===== config.mk =====
export PLATFORM = sky130hd
export DESIGN_NAME = sdf_cmp
export DESIGN_NICKNAME = d
export VERILOG_FILES = /design/src/design/sdf_pkg.sv /design/src/design/sdf_cmp.sv
export SDC_FILE = /design/constraint.sdc
export NUM_CORES = 1
export LEC_CHECK = 0
export BUFFER_PORTS_ARGS = -buffer_cell sky130_fd_sc_hd__buf_2
export CAP_MARGIN = 20
export CORE_AREA = 2 2 39 41
export DETAILED_ROUTE_END_ITERATION = 10
export DIE_AREA = 0 0 41 43
export PLACE_DENSITY = 0.66
export SLEW_MARGIN = 25
export SYNTH_ARGS = -nofsm -noshare
export SYNTH_HDL_FRONTEND = slang
export SYNTH_SLANG_ARGS = --single-unit
export TNS_END_PERCENT = 20

===== constraint.sdc =====
create_clock -name vclk -period 1.1
set_clock_uncertainty 0.1 [all_clocks]
set_input_delay 0 -clock vclk [all_inputs]
set_output_delay 0 -clock vclk [all_outputs]
set_load 0.1 [all_outputs]

===== src/design/sdf_pkg.sv =====
// Package for the string duplicate filter.
// Holds shared constants, the compare unit's operation codes and its request/response
// structs. Depends on nothing.
`timescale 1ns / 1ps

package sdf_pkg;

	localparam int WORD_BYTES  = 128;
	localparam int MAX_WORDS   = 64;
	localparam int CHAR_W      = 8;
	localparam int SLOT_OUT_W  = 6;
	localparam int COUNT_OUT_W = 7;

	localparam logic [CHAR_W-1:0] END_OF_WORD = 8'h00;

	typedef enum logic {
		CMP_LEN,
		CMP_BYTE
	} cmp_op_t;

	typedef struct packed {
		cmp_op_t           op;
		logic [7:0]        len_a;
		logic [7:0]        len_b;
		logic [CHAR_W-1:0] byte_a;
		logic [CHAR_W-1:0] byte_b;
		logic [7:0]        idx;
		logic [7:0]        last_idx;
	} cmp_req_t;

	typedef struct packed {
		logic eq;
		logic last;
	} cmp_rsp_t;

endpackage


===== src/design/sdf_cmp.sv =====
// Shared compare unit: length or byte equality and last-index detection.
// Depends on sdf_pkg.
`timescale 1ns / 1ps

module sdf_cmp (
	input  sdf_pkg::cmp_req_t req,
	output sdf_pkg::cmp_rsp_t rsp
);

	logic [7:0] op_a;
	logic [7:0] op_b;

	always_comb begin
		case (req.op)
			sdf_pkg::CMP_LEN: begin
				op_a = req.len_a;
				op_b = req.len_b;
			end
			sdf_pkg::CMP_BYTE: begin
				op_a = req.byte_a;
				op_b = req.byte_b;
			end
			default: begin
				op_a = req.byte_a;
				op_b = req.byte_b;
			end
		endcase
		rsp.eq   = (op_a == op_b);
		rsp.last = (req.idx == req.last_idx);
	end

endmodule


### Word level (Yosys, flattened, before mapping)

Index checks and enable logic that the tools add are counted.
W data, S select, Z words.

| cells by class | value |
|---|---|
| eq/ne operators | 2 |
| multiplexer cells | 2 |
| bitwise gates (word level) | 1 |

Operators by type and width:

| operator | count |
|---|---|
| $pmux W8 S2 | 2 |
| $eq A8 B8 Y1 | 2 |
| $not A1 Y1 | 1 |

| storage, ports and cells | value |
|---|---|
| register bits | 0 |
| bits of input ports | 49 |
| output and inout bits | 2 |
| word-level logic and storage cells | 5 |

### Longest topological paths before layout

| depth | value |
|---|---|
| depth in word-level cells | 3 |
| depth in mapped cells | 4 |
| mapped depth without buffers | 4 |

### Worst setup path before layout

OpenSTA, ideal clock, no wires.

| path | value |
|---|---|
| path type | input-to-output |
| start point | in req[0] (netlist bit) |
| end point | out rsp[0] (netlist bit) |
| data arrival time | 1.503 ns |
| data required time | 1.000 ns |
| path slack | -0.503 ns |
| stages on the path | 3 |
| buffers on the path | 0 |
| cells stage by stage | xnor2_1 nand4_1 nor2_1 |

RTL lines:

| item | RTL line | text |
|---|---|---|
| from (decl) | sdf_cmp.sv:6 | `input sdf_pkg::cmp_req_t req,` |
| to (decl) | sdf_cmp.sv:7 | `output sdf_pkg::cmp_rsp_t rsp` |

==> impl_metrics.tcl <==
set metrics [dict create \
    status "complete, no violations" \
    setup_tns_ns 0 \
    final_common_cell "buf_2" \
    cts_setup_buffers 0 \
    syn_to_final_growth_pct 123.6 \
    fin_ws_ns 0.08971 \
    rows 14 \
    totalPowerFinal_mw 0.1960 \
    ys_types 8 \
    grt_start_max_net_pins 3 \
    post-route-period-util_pct 91.84 \
    ys_seq_area_share_pct 0 \
    critPathArrivalTime_ns 0.91 \
    utilization_pct 42.86 \
    startpoint_type "primary input" \
    die_w_um 41 \
    hold_class "primary input to primary output" \
    syn_area_um2 265.3 \
    end_kind "primary output" \
    maxSlewHeadroom_pct 84.53 \
    hpwl_um 810.1 \
    grt_setup_unrepaired "yes" \
    nFillCells 130 \
    grt_pass1_vias 356 \
    worstPathMaxFanout 1 \
    place_ws_ns 0.04208 \
    avgSynthCellArea_um2 8.038 \
    drc_errors 0 \
    placed_area_um2 574.3 \
    leakagePower_nw 0.2957 \
    drt_pre_antenna_iters 1 \
    grt_use_total_pct 8.891 \
    numSequentialCells 0 \
    max_freq_ghz 0.9898 \
    viasPerCell 4.230 \
    register_area_um2 0 \
    setup-violations-final 0 \
    tightest_slew_ns 0.2299 \
    clockBufferCount 0 \
    min_period_ns 1.010 \
    fin_hold_ws_ns 0.3302 \
    final_cells 100 \
    nNetsFinal 135 \
    drive_gt1_share_pct 63.10 \
    wl_per_cell_um 8.730 \
    wirelength_um 873 \
    power_density_nw_per_um2 330.5 \
    drt_iter0_markers 0 \
    num_io_pins 51 \
    place.gp.congestion 0.6551 \
    start_util_pct 19.17 \
    placedCellCount 100 \
    syn-num-nets 82 \
    worst-setup-path-type "primary input to primary output" \
    maxSlewViolCount 0 \
    netlist_instances 33 \
    gr-total-overflow 0 \
    io_buffers 51 \
    grt_pass1_wl_um 1159 \
    core_area_um2 1384 \
    multiInputGateArea_um2 269.0 \
    yosys_warnings 0 \
    cap_violations 0 \
    hold_viol_final 0 \
    antenna_cells 0 \
    die_area_um2 1763 \
    final_cell_mix "buf_2, xnor2_1, xor2_1" \
    irDropWorstVdd_mv 0.1051 \
    die_y_um 43 \
    design_area_um2 593.1 \
    crit_required_ns 1.00 \
    vias 423 \
    antenna_found_initial 0 \
    postRouteAntennaNets 0 \
]
==> cell families (layout without fill, tap and decap cells) <==
kind of cell              after synthesis  count (layout)  share of synthesized area (%)
xor gates and xnor gates               24              24                          79.24
and+or+nand+nor                         8               8                          16.98
AOI/OAI and AO/OA                       1               1                          3.774
buffers and inverters                   0              51                              0
==> cell usage after synthesis, drive strengths merged <==
library cell / instances / share of area (%)
nand4: 3 / 7.1
xnor2: 16 / 53
nor3: 1 / 1.9
xor2: 8 / 26
nor4: 2 / 4.7
nand3: 1 / 1.9
nor2: 1 / 1.4
a41o: 1 / 3.8
==> power by group <==
part | leakage (nW) | switching [mW] | total, mW | internal, mW
registers | 0 | 0 | 0 | 0
logic | 0.296 | 0.0714 | 0.196 | 0.125
clock network | 0 | 0 | 0 | 0
total | 0.296 | 0.0714 | 0.196 | 0.125
==> path summary, 6_finish.rpt <==
check    start  endpoint  depth (start not counted)
max    req[16]    rsp[1]                          5
min    req[15]    rsp[0]                          5
==> final cells by class <==
cell class | count | area share, %
multi-input cells | 33 | 45.36
well taps | 16 | 3.376
repair buffers | 51 | 51.27
==> repair_timing <==
action,in CTS,in global routing
gates resized for setup,0,3
endpoints found under the setup margin,0,1
hold buffers,0,0
==> worst max-delay path, stage by stage <==
cell,delay [ns]
buf_6,0.09
xor2_1,0.14
nor4_1,0.25
a41o_2,0.25
buf_12,0.17
==> metal layers <==
metal	track usage, %	wire (um)
met5	0	0
met1	10.44	276
met4	0	0
met2	17.19	410
met3	0.5236	186
No activity file was read; power rests on OpenSTA's default activity.
