`config.mk`:
```
export PLATFORM = sky130hd
export DESIGN_NAME = sdf_ram
export DESIGN_NICKNAME = d
export VERILOG_FILES = /design/src/design/sdf_ram.sv
export SDC_FILE = /design/constraint.sdc
export NUM_CORES = 1
export LEC_CHECK = 0
export BUFFER_PORTS_ARGS = -buffer_cell sky130_fd_sc_hd__buf_2
export CAP_MARGIN = 20
export CORE_MARGIN = 2
export CORE_UTILIZATION = 32
export DETAILED_ROUTE_END_ITERATION = 8
export GPL_TIMING_DRIVEN = 0
export HOLD_SLACK_MARGIN = 0.05
export PLACE_DENSITY_LB_ADDON = 0.2
export REMOVE_ABC_BUFFERS = 1
export SYNTH_ARGS = -nofsm -noshare
export SYNTH_HDL_FRONTEND = slang
export SYNTH_SLANG_ARGS = --single-unit
```
`constraint.sdc`:
```
create_clock -name clk -period 7.7 [get_ports clk]
set_input_delay 0.77 -clock clk [delete_from_list [all_inputs] [get_ports clk]]
set_output_delay 0.77 -clock clk [all_outputs]
set_load 0.05 [all_outputs]
```
`src/design/sdf_ram.sv`:
```
// Generic single-write, single-read memory with registered read data.
// Used for the word buffer, the word store and the stored lengths. No dependencies.
`timescale 1ns / 1ps

module sdf_ram #(
	parameter int DEPTH = 128,
	parameter int WIDTH = 8,
	localparam int AW = (DEPTH > 1) ? $clog2(DEPTH) : 1
) (
	input  logic             clk,
	input  logic             we,
	input  logic [AW-1:0]    waddr,
	input  logic [WIDTH-1:0] wdata,
	input  logic [AW-1:0]    raddr,
	output logic [WIDTH-1:0] rdata
);

	logic [WIDTH-1:0] mem [DEPTH];

	always_ff @(posedge clk) begin
		if (we) begin
			mem[waddr] <= wdata;
		end
		rdata <= mem[raddr];
	end

endmodule

```
[After elaboration in Yosys (flattened, before gate mapping)]
Memories as Yosys holds them, arrays and structs flattened. A register that Yosys moved wholly into a read port is not among the register bits.
Cells that the tools add are included.
Word-level totals
  bits in registers: 0
  bits in latches: 0
  RAM bits: 1024
  memory bits (read-only): 0
  input bits: 24
  output and inout port bits: 8
  word-level logic and storage cells: 3
  memories kept: 1
Cells by class
  add/subtract/negate cells: 0
  multiply operators: 0
  div/mod/pow operators: 0
  magnitude comparators: 0
  eq/ne operators: 0
  shift operators: 0
  muxes and demuxes: 2
  bitwise gates (word level): 0
  reductions and logical operators: 0
Memory list
  mem: words 128, width 8, rd ports 1, clocked after Yosys merged registers in 1, wr ports 1, RTL line 18  | logic [WIDTH-1:0] mem [DEPTH];
Operator list (number)
  2-to-1 mux 1 bit: 2

[Longest topological paths before layout]
Gate-level depths: netlist (run 1).
  word-level depth: 2
  mapped depth: 7
  gate-level depth less buffers: 4

[Least setup slack after synthesis (run 1)]
Ideal clock, no wire load.
  path kind: in2reg
  from: in raddr[0]
  to: reg rdata[0] (read register of mem)
  setup time: 0.121 ns
  arrival time: 3.153 ns
  data required time: 7.579 ns
  path slack: 4.426 ns
  stages: 6
  buffers on the path: 2
  cells stage by stage: clkbuf_1 -> buf_1 -> mux4_2 -> mux4_2 -> mux4_2 -> mux2_2
RTL lines
  start: declaration: RTL line 14  | input logic [AW-1:0] raddr,
  end: declaration: RTL line 15  | output logic [WIDTH-1:0] rdata

==> results of run 1 <==
final cells by class:
cell class              instances  area share (%)
multi-input cells             514            18.3
clock inverters                69            1.33
well taps                    1637            4.48
clock buffers                 133            6.41
repair buffers                 61            1.82
flip-flops and latches       1032            67.6
diodes                          4          0.0219
routing by layer:
metal | GRT usage (%) | up-vias
met4 | 3.81 | 4
met1 | 20.4 | 9444
met5 | 0 | -
met3 | 2.66 | 127
li1 | - | 7213
met2 | 24.5 | 394
logic make-up after synthesis:
logic type / Yosys count / share of synthesized area, %
flops: 1032 / 77.9
mux: 344 / 19.3
simple gates: 170 / 1.76
buf+inv: 89 / 1.01
worst reg2reg max path: cells and delay by family (launching register included):
kind   cells  cell delay (ps)
DFF        1              370
muxes      4             1950
stage by stage:
step           std cells  total power, W  hold WS (ps)  utilization, %  cell area, um^2
5_1_grt             3446          0.0124           465            37.1            45700
6_report            3450          0.0120           485            37.1            45700
2_1_floorplan       1546         0.00659           869               -            39300
3_5_place_dp        3244         0.00697          1170            34.2            42200
3_3_place_gp        3214         0.00702          1170            33.6            41500
4_1_cts             3446          0.0121           424            37.1            45700
worst max path at each step:
stage / startpoint / to / cells past startpoint
3_3_place_gp: raddr[0] / rdata[0] / 5
5_1_grt: raddr[0] / rdata[7] / 7
6_report: raddr[0] / rdata[4] / 7
4_1_cts: raddr[0] / rdata[7] / 7
3_5_place_dp: raddr[0] / rdata[7] / 7
2_1_floorplan: raddr[0] / rdata[0] / 4
where the power goes:
part,switching (W),internal [W]
clock network,0.00213,0.00303
logic,0.000370,0.000243
registers,0.0000146,0.00620
cell usage after synthesis:
cell / number / share of area (%)
sky130_fd_sc_hd__nand4_1: 3 / 0.047
sky130_fd_sc_hd__nor2b_1: 7 / 0.11
sky130_fd_sc_hd__buf_6: 1 / 0.028
sky130_fd_sc_hd__mux4_2: 336 / 19
sky130_fd_sc_hd__nand2b_1: 2 / 0.032
sky130_fd_sc_hd__dfxtp_1: 8 / 0.40
sky130_fd_sc_hd__nor2_1: 122 / 1.2
sky130_fd_sc_hd__edfxtp_1: 1024 / 78
sky130_fd_sc_hd__buf_2: 15 / 0.19
sky130_fd_sc_hd__buf_1: 18 / 0.17
sky130_fd_sc_hd__buf_4: 11 / 0.21
sky130_fd_sc_hd__nand3_1: 12 / 0.15
sky130_fd_sc_hd__nand2_1: 14 / 0.13
sky130_fd_sc_hd__clkbuf_1: 44 / 0.42
sky130_fd_sc_hd__or3_1: 1 / 0.016
sky130_fd_sc_hd__mux2_2: 8 / 0.23
sky130_fd_sc_hd__nor3_1: 9 / 0.11
flip-flops by register name (all words and copies together), names as in the netlist:
register / count
mem: 1024
rdata: 8
==> results.txt, run 1 <==
The run finished with clean final reports. The largest driver fanout on the critical path is 69. Of the cells placed in the final design, the portion with a size suffix greater than 1 is 31.7%. For this run, the slowest stage of the critical path takes 650 ps. The share of synthesized area occupied by flip-flops and latches came out at approximately 80%. The height of the die is 356 um.

The initial antenna violation count came to 7. The via count is 17,182. The largest net degree at the start of global routing is 96. The number of buffer cells added on primary ports is 31. The number of inserted filler cells in the final layout is approximately 11,000. The kind of start point of the critical path is a primary input. The met2 wirelength from detailed routing is around 46,000 um.

The uppermost layer routed is met5. The insertion delay of the later-clocked pin in the worst-skew pair is 680 ps. The number of cells on the worst hold path came out at 2.

The first-pass GRT wire length is 134,000 um. Global routing used 14.9% of the available tracks. From synthesis to final layout, the design area changed by 15.3%. The relative slew slack came out at 26.0%. The startpoint identified for the worst hold timing path is raddr[5]. The number of unique standard cell types used by synthesis came out at 17. The number of hold-slack violations in the final timing report came out at 0. The number of setup buffers added after CTS is 0. TritonCTS built the clock tree. The worst setup path category is in -> reg. Setup slack closes at approximately 4300 ps. The synthesized area divided by synthesized cell count is 24.3 um^2. For this design, the CTS-stage hold fixing added 0 buffers. During synthesis, Yosys emitted a total of 0 warnings. The worst hold path belongs to the class in -> reg. For this run, design rule violations remaining after detail routing come to 0. For this design the ratio of total power to cell area is 262 mW/mm^2. Walking the worst path, the cells encountered are buf_8, buf_16, buf_16, mux4_2, mux4_2, mux4_2, mux2_2. The core outline area came out at approximately 0.12 mm^2.

Dividing the final minimum period by the clock period gives 44.2%. The worst-case IR drop observed on VDD is roughly 0.16 mV. The total overflow reported by the global router came out at 0. The top cell types in the final layout, fill and taps aside, are sky130_fd_sc_hd__edfxtp_1 (1,024), sky130_fd_sc_hd__mux4_2 (336), sky130_fd_sc_hd__nor2_1 (122), sky130_fd_sc_hd__clkbuf_16 (113), sky130_fd_sc_hd__clkinv_2 (30).

The number of cell rows is 129. The combined flip-flop and latch cell area is 0.0309 mm^2. The count of instances resized after the clock tree is built came out at 0. STA classifies the critical path endpoint as a flip-flop. The endpoint arrival time on the critical path came out at 3960 ps. The worst clock skew is 30.8 ps. The maximum clock rate came out at 294 MHz. The wire length on met3 is 4310 um. The clock period minus worst slack came out at about 3400 ps.

Wires add up to 93,300 um. Setup repair after global routing left no endpoint under its margin. The setup check on the worst reg-to-reg path leaves a slack of 5260 ps. The length of the first detailed-routing pass in iterations came out at 5. The number of synthesized register bits is 1,032. The number of max-slew violations in the final report is 0. The cell family with the largest share of critical-path delay is multiplexers.

Counting both buffers and inverters, the worst setup path holds a total of 3. The H-tree generated during clock tree synthesis spans 3 levels. STA puts the critical path data required time at ~8300 ps.

The wire length the detailed router placed on met1 came out at 40,400 um. The library cell appearing most often on the critical path is sky130_fd_sc_hd__mux4_2. The static power due to leakage is around 14 nW. In this run the cell area of the synthesized design comes to 0.0397 mm^2. The number of nets in the final layout is 1,742. The cell depth of the worst flop-to-flop path came out at 4. For this configuration, the core starts out at a cell density of 32.2%. The startpoint of the lowest-slack register-to-register path is mem[94][4]. The die covers 0.127 mm^2. The average vias per placed instance is 4.98. The number of nets with antenna violations after detailed routing is 0.

The wire length per cell is 27.0 um. Leaving out fill and tap cells, the most frequent cell in the layout is sky130_fd_sc_hd__edfxtp_1. The wire-length estimate of the detail-placed layout is 58,300 um.

The clock transition at the registers of the reported paths is 60 ps. Routability-driven placement finished with a final weighted congestion of 0.729. Pin placement for this block handled 32 I/O pins. The area of the multi-input gates is 0.00838 mm^2. The sink count of the clock tree is 1,032. For hold timing, the worst endpoint is rdata[5]. The tool flagged a number of max-cap violations equal to 0. Setup violations remaining at the end of the flow were counted as 0. The first routing iteration left between 1,000 and 1,500 violations. The die boundary width is 356 um.

In this run, CTS created clock tree buffers numbering 109. The number of cells produced by synthesis came out at 1,635. After routing, the total negative slack on setup checks comes to 0 ps. The via count of the first global-routing pass is approximately 18,000. The clock passes through at most 3 buffers. Prior to clock tree synthesis, the placed netlist has a worst setup slack of 3520 ps. Among all stages on the critical path, the largest delay is contributed by sky130_fd_sc_hd__mux4_2. The endpoint identified for the worst register-to-register timing path is rdata[4].

The master cell of the clock root buffer is sky130_fd_sc_hd__clkbuf_16. The worst-margin pin slew came out at 1110 ps.
(Power assumes the default switching activity.)
==> inputs of run 2 (changes only) <==
==> constraint.sdc (replaced) <==
create_clock -name clk -period 3.6 [get_ports clk]
set_input_delay 0.36 -clock clk [delete_from_list [all_inputs] [get_ports clk]]
set_output_delay 0.36 -clock clk [all_outputs]
set_load 0.05 [all_outputs]
==> run 2 against run 1 <==
Core utilization barely moved. First-iteration DRC count grew 2.8%. Combinational power rose by 110%. Final cell count is essentially flat. Clock skew grew 0.72 ps. Non-clock buffer count is 1 higher. Hold slack lost 330 ps. Die area unchanged. Sequential power rose by 110%. Critical path type unchanged. Global-route usage about the same. Largest power group unchanged.
==> results.txt, run 2 (same netlist as run 1, synthesis figures left out) <==
The cell depth of the worst flop-to-flop path came out at 4. Between clock sinks in the finished design, the worst skew comes to 31.5 ps. The setup slack after placement came out at -175 ps. No sink is reached through more buffers than the 3 on the longest clock path. The flip-flop count of the largest register after layout is 1,024.

Dividing total power by cell area gives a power density of 561 mW/mm^2. The largest driver fanout on the critical path came out at 69. The average vias per placed instance came out at between 4 and 5. In the final layout, the registers with the most flip-flops are mem x1024, rdata x8. The number of nets with antenna violations after detailed routing is 0. The top cell types in the final layout, fill and taps aside, are sky130_fd_sc_hd__edfxtp_1 (1,024), sky130_fd_sc_hd__mux4_2 (336), sky130_fd_sc_hd__nor2_1 (122), sky130_fd_sc_hd__clkbuf_16 (113), sky130_fd_sc_hd__clkinv_2 (30).

The maximum clock rate is 334 MHz. The met2 usage is 24.5%. Summed over all cells, the static leakage comes to 13.8 nW. In the final layout, flip-flops and latches occupy 0.0309 mm^2. The critical path data required time came out at around 4200 ps. STA classifies the critical path startpoint as a primary input. The floorplan step defined a die boundary enclosing 0.127 mm^2. The endpoint arrival time on the critical path came out at around 3600 ps.

Summing all multi-input logic gate instances after layout gives approximately 0.0084 mm^2. From bottom edge to top edge, the die measures approximately 360 um. Once routing completed, OpenROAD measured the worst setup slack at 602 ps. The core outline area came out at around 0.12 mm^2. Setup repair after global routing left no endpoint under its margin. The max capacitance violation total came out at 0. The half-perimeter wire length of the detailed placement result came out at between 50,000 and 60,000 um.

CTS built an H-tree with a depth of 3. After the last flow step, the layout net total stands at 1,743. Clock latency on the worst-skew pair, taken at its later pin, is just under 700 ps. The post-synthesis to final-layout area growth is 15.3%. For this run the aggregate overflow at the end of global routing stands at 0. Dividing the detail-routed wire length by the instance count gives roughly 27 um.

The largest net degree at the start of global routing is 96. STA classifies the critical path endpoint as a flip-flop. The length of the first detailed-routing pass in iterations came out at 5.

The initial antenna violation count came out at 6. The number of hold-slack violations in the final timing report came out at 0. The clock transition at the registers of the reported paths is 60 ps. The number of I/O pins came out at 32. Leaving out fill and tap cells, the most frequent cell in the layout is sky130_fd_sc_hd__edfxtp_1. The number of CTS-inserted buffers came out at 109. The total global routing track utilization came out at roughly 15%.

TritonCTS built the clock tree. After routing, the total negative slack on setup checks comes to 0 ps. The share of the clock period used by the worst path after layout came out at 83.3%. The clock net in this run drives a total of 1,032 sinks. The number of inserted filler cells in the final layout came out at between 10,000 and 15,000. The via count is 17,195. The layer with the highest usage after global routing is met2. After detailed routing, the number of remaining DRC violations is 0. The starting DRC count in detailed routing came out at 1,457. The overall power after layout came out at 0.0257 W.

The clock period minus worst slack is 3000 ps. The worst-margin pin slew is 1100 ps. The first-pass GRT wire length came out at 134,000 um. The number of setup violations in the final report came out at 0. The register with the most flip-flops in the final layout is mem. The total setup buffers inserted after CTS came out at 0.

The tightest hold path in the finished design has a slack of 151 ps. The number of cell rows is between 100 and 150. The met3 track demand over resource in global routing is between 2 and 3%. The worst hold path belongs to the class in -> reg.

The number of max-slew violations in the final report came out at 0. The initial utilization of the core area, before any placement, comes to 32.2%. The fraction of layout instances using a drive strength above 1 came out at a little under a third.

The run finished with clean final reports. The die is approximately 360 um wide. The relative slew slack came out at 26.2%.

The met1 track utilization from global routing came out at 20.4%. The routed wire length is a little over 90,000 um. The final weighted congestion in routability-driven placement came out at 0.729. Buffers placed on the I/O ports in this run total 31. The root buffer cell chosen for the clock tree is sky130_fd_sc_hd__clkbuf_16. The largest voltage drop on the vdd net came out at 0.352 mV. The number of cells on the worst hold path is 1. The via count of the first global-routing pass is 18,185. The critical path is of the in -> reg type.
-- run 2: changes by cell type in the layout (fill, tap and decap cells not counted) --
| cell | previous run | this run |
|---|---|---|
| sky130_fd_sc_hd__diode_2 | 4 | 5 |
| sky130_fd_sc_hd__dlygate4sd3_1 | 0 | 1 |
-- run 2: critical path: stages --
cell                     delay [ps]
sky130_fd_sc_hd__buf_8          160
sky130_fd_sc_hd__buf_16         400
sky130_fd_sc_hd__buf_16         410
sky130_fd_sc_hd__mux4_2         640
sky130_fd_sc_hd__mux4_2         530
sky130_fd_sc_hd__mux4_2         530
sky130_fd_sc_hd__mux2_2         290
-- run 2: path summary, 6_finish.rpt --
kind                                  from          to  slack (ps)
worst max-delay path              raddr[0]    rdata[3]         600
worst min-delay path              wdata[0]  mem[42][0]         150
worst max register to register  mem[94][4]    rdata[4]        1170
worst min register to register   mem[5][1]    rdata[1]        1190
-- run 2: routing by layer --
metal	wire, um	up-vias
li1	-	7218
met1	40600	9474
met2	46500	387
met3	4360	114
met4	1900	2
met5	13	-
-- run 2: what timing repair did --
item / CTS / global route
endpoints found under the hold margin: 7 / 0
hold buffers: 1 / 0
gates resized for setup: 0 / 0
-- run 2: area by class of cell --
| type | count | area share (%) |
|---|---|---|
| antenna | 5 | 0.0274 |
| clock buffer | 133 | 6.41 |
| clock inverter | 69 | 1.33 |
| multi-input combinational | 514 | 18.3 |
| sequential | 1032 | 67.6 |
| tap | 1637 | 4.48 |
| timing repair buffer | 62 | 1.84 |
-- run 2: stage by stage --
step | area [um^2] | std cells | util (%)
finish | 45700 | 3452 | 37.1
global route | 45700 | 3447 | 37.1
CTS | 45700 | 3447 | 37.1
detailed placement | 42200 | 3244 | 34.2
global placement | 41500 | 3214 | 33.6
floorplan | 39300 | 1546 | -
-- run 2: report_power, final --
group | switching [W] | internal (W) | total (W) | leakage [nW]
logic | 0.000794 | 0.000520 | 0.00131 | 2.76
clock network | 0.00457 | 0.00648 | 0.0111 | 1.75
registers | 0.0000315 | 0.0133 | 0.0133 | 9.27
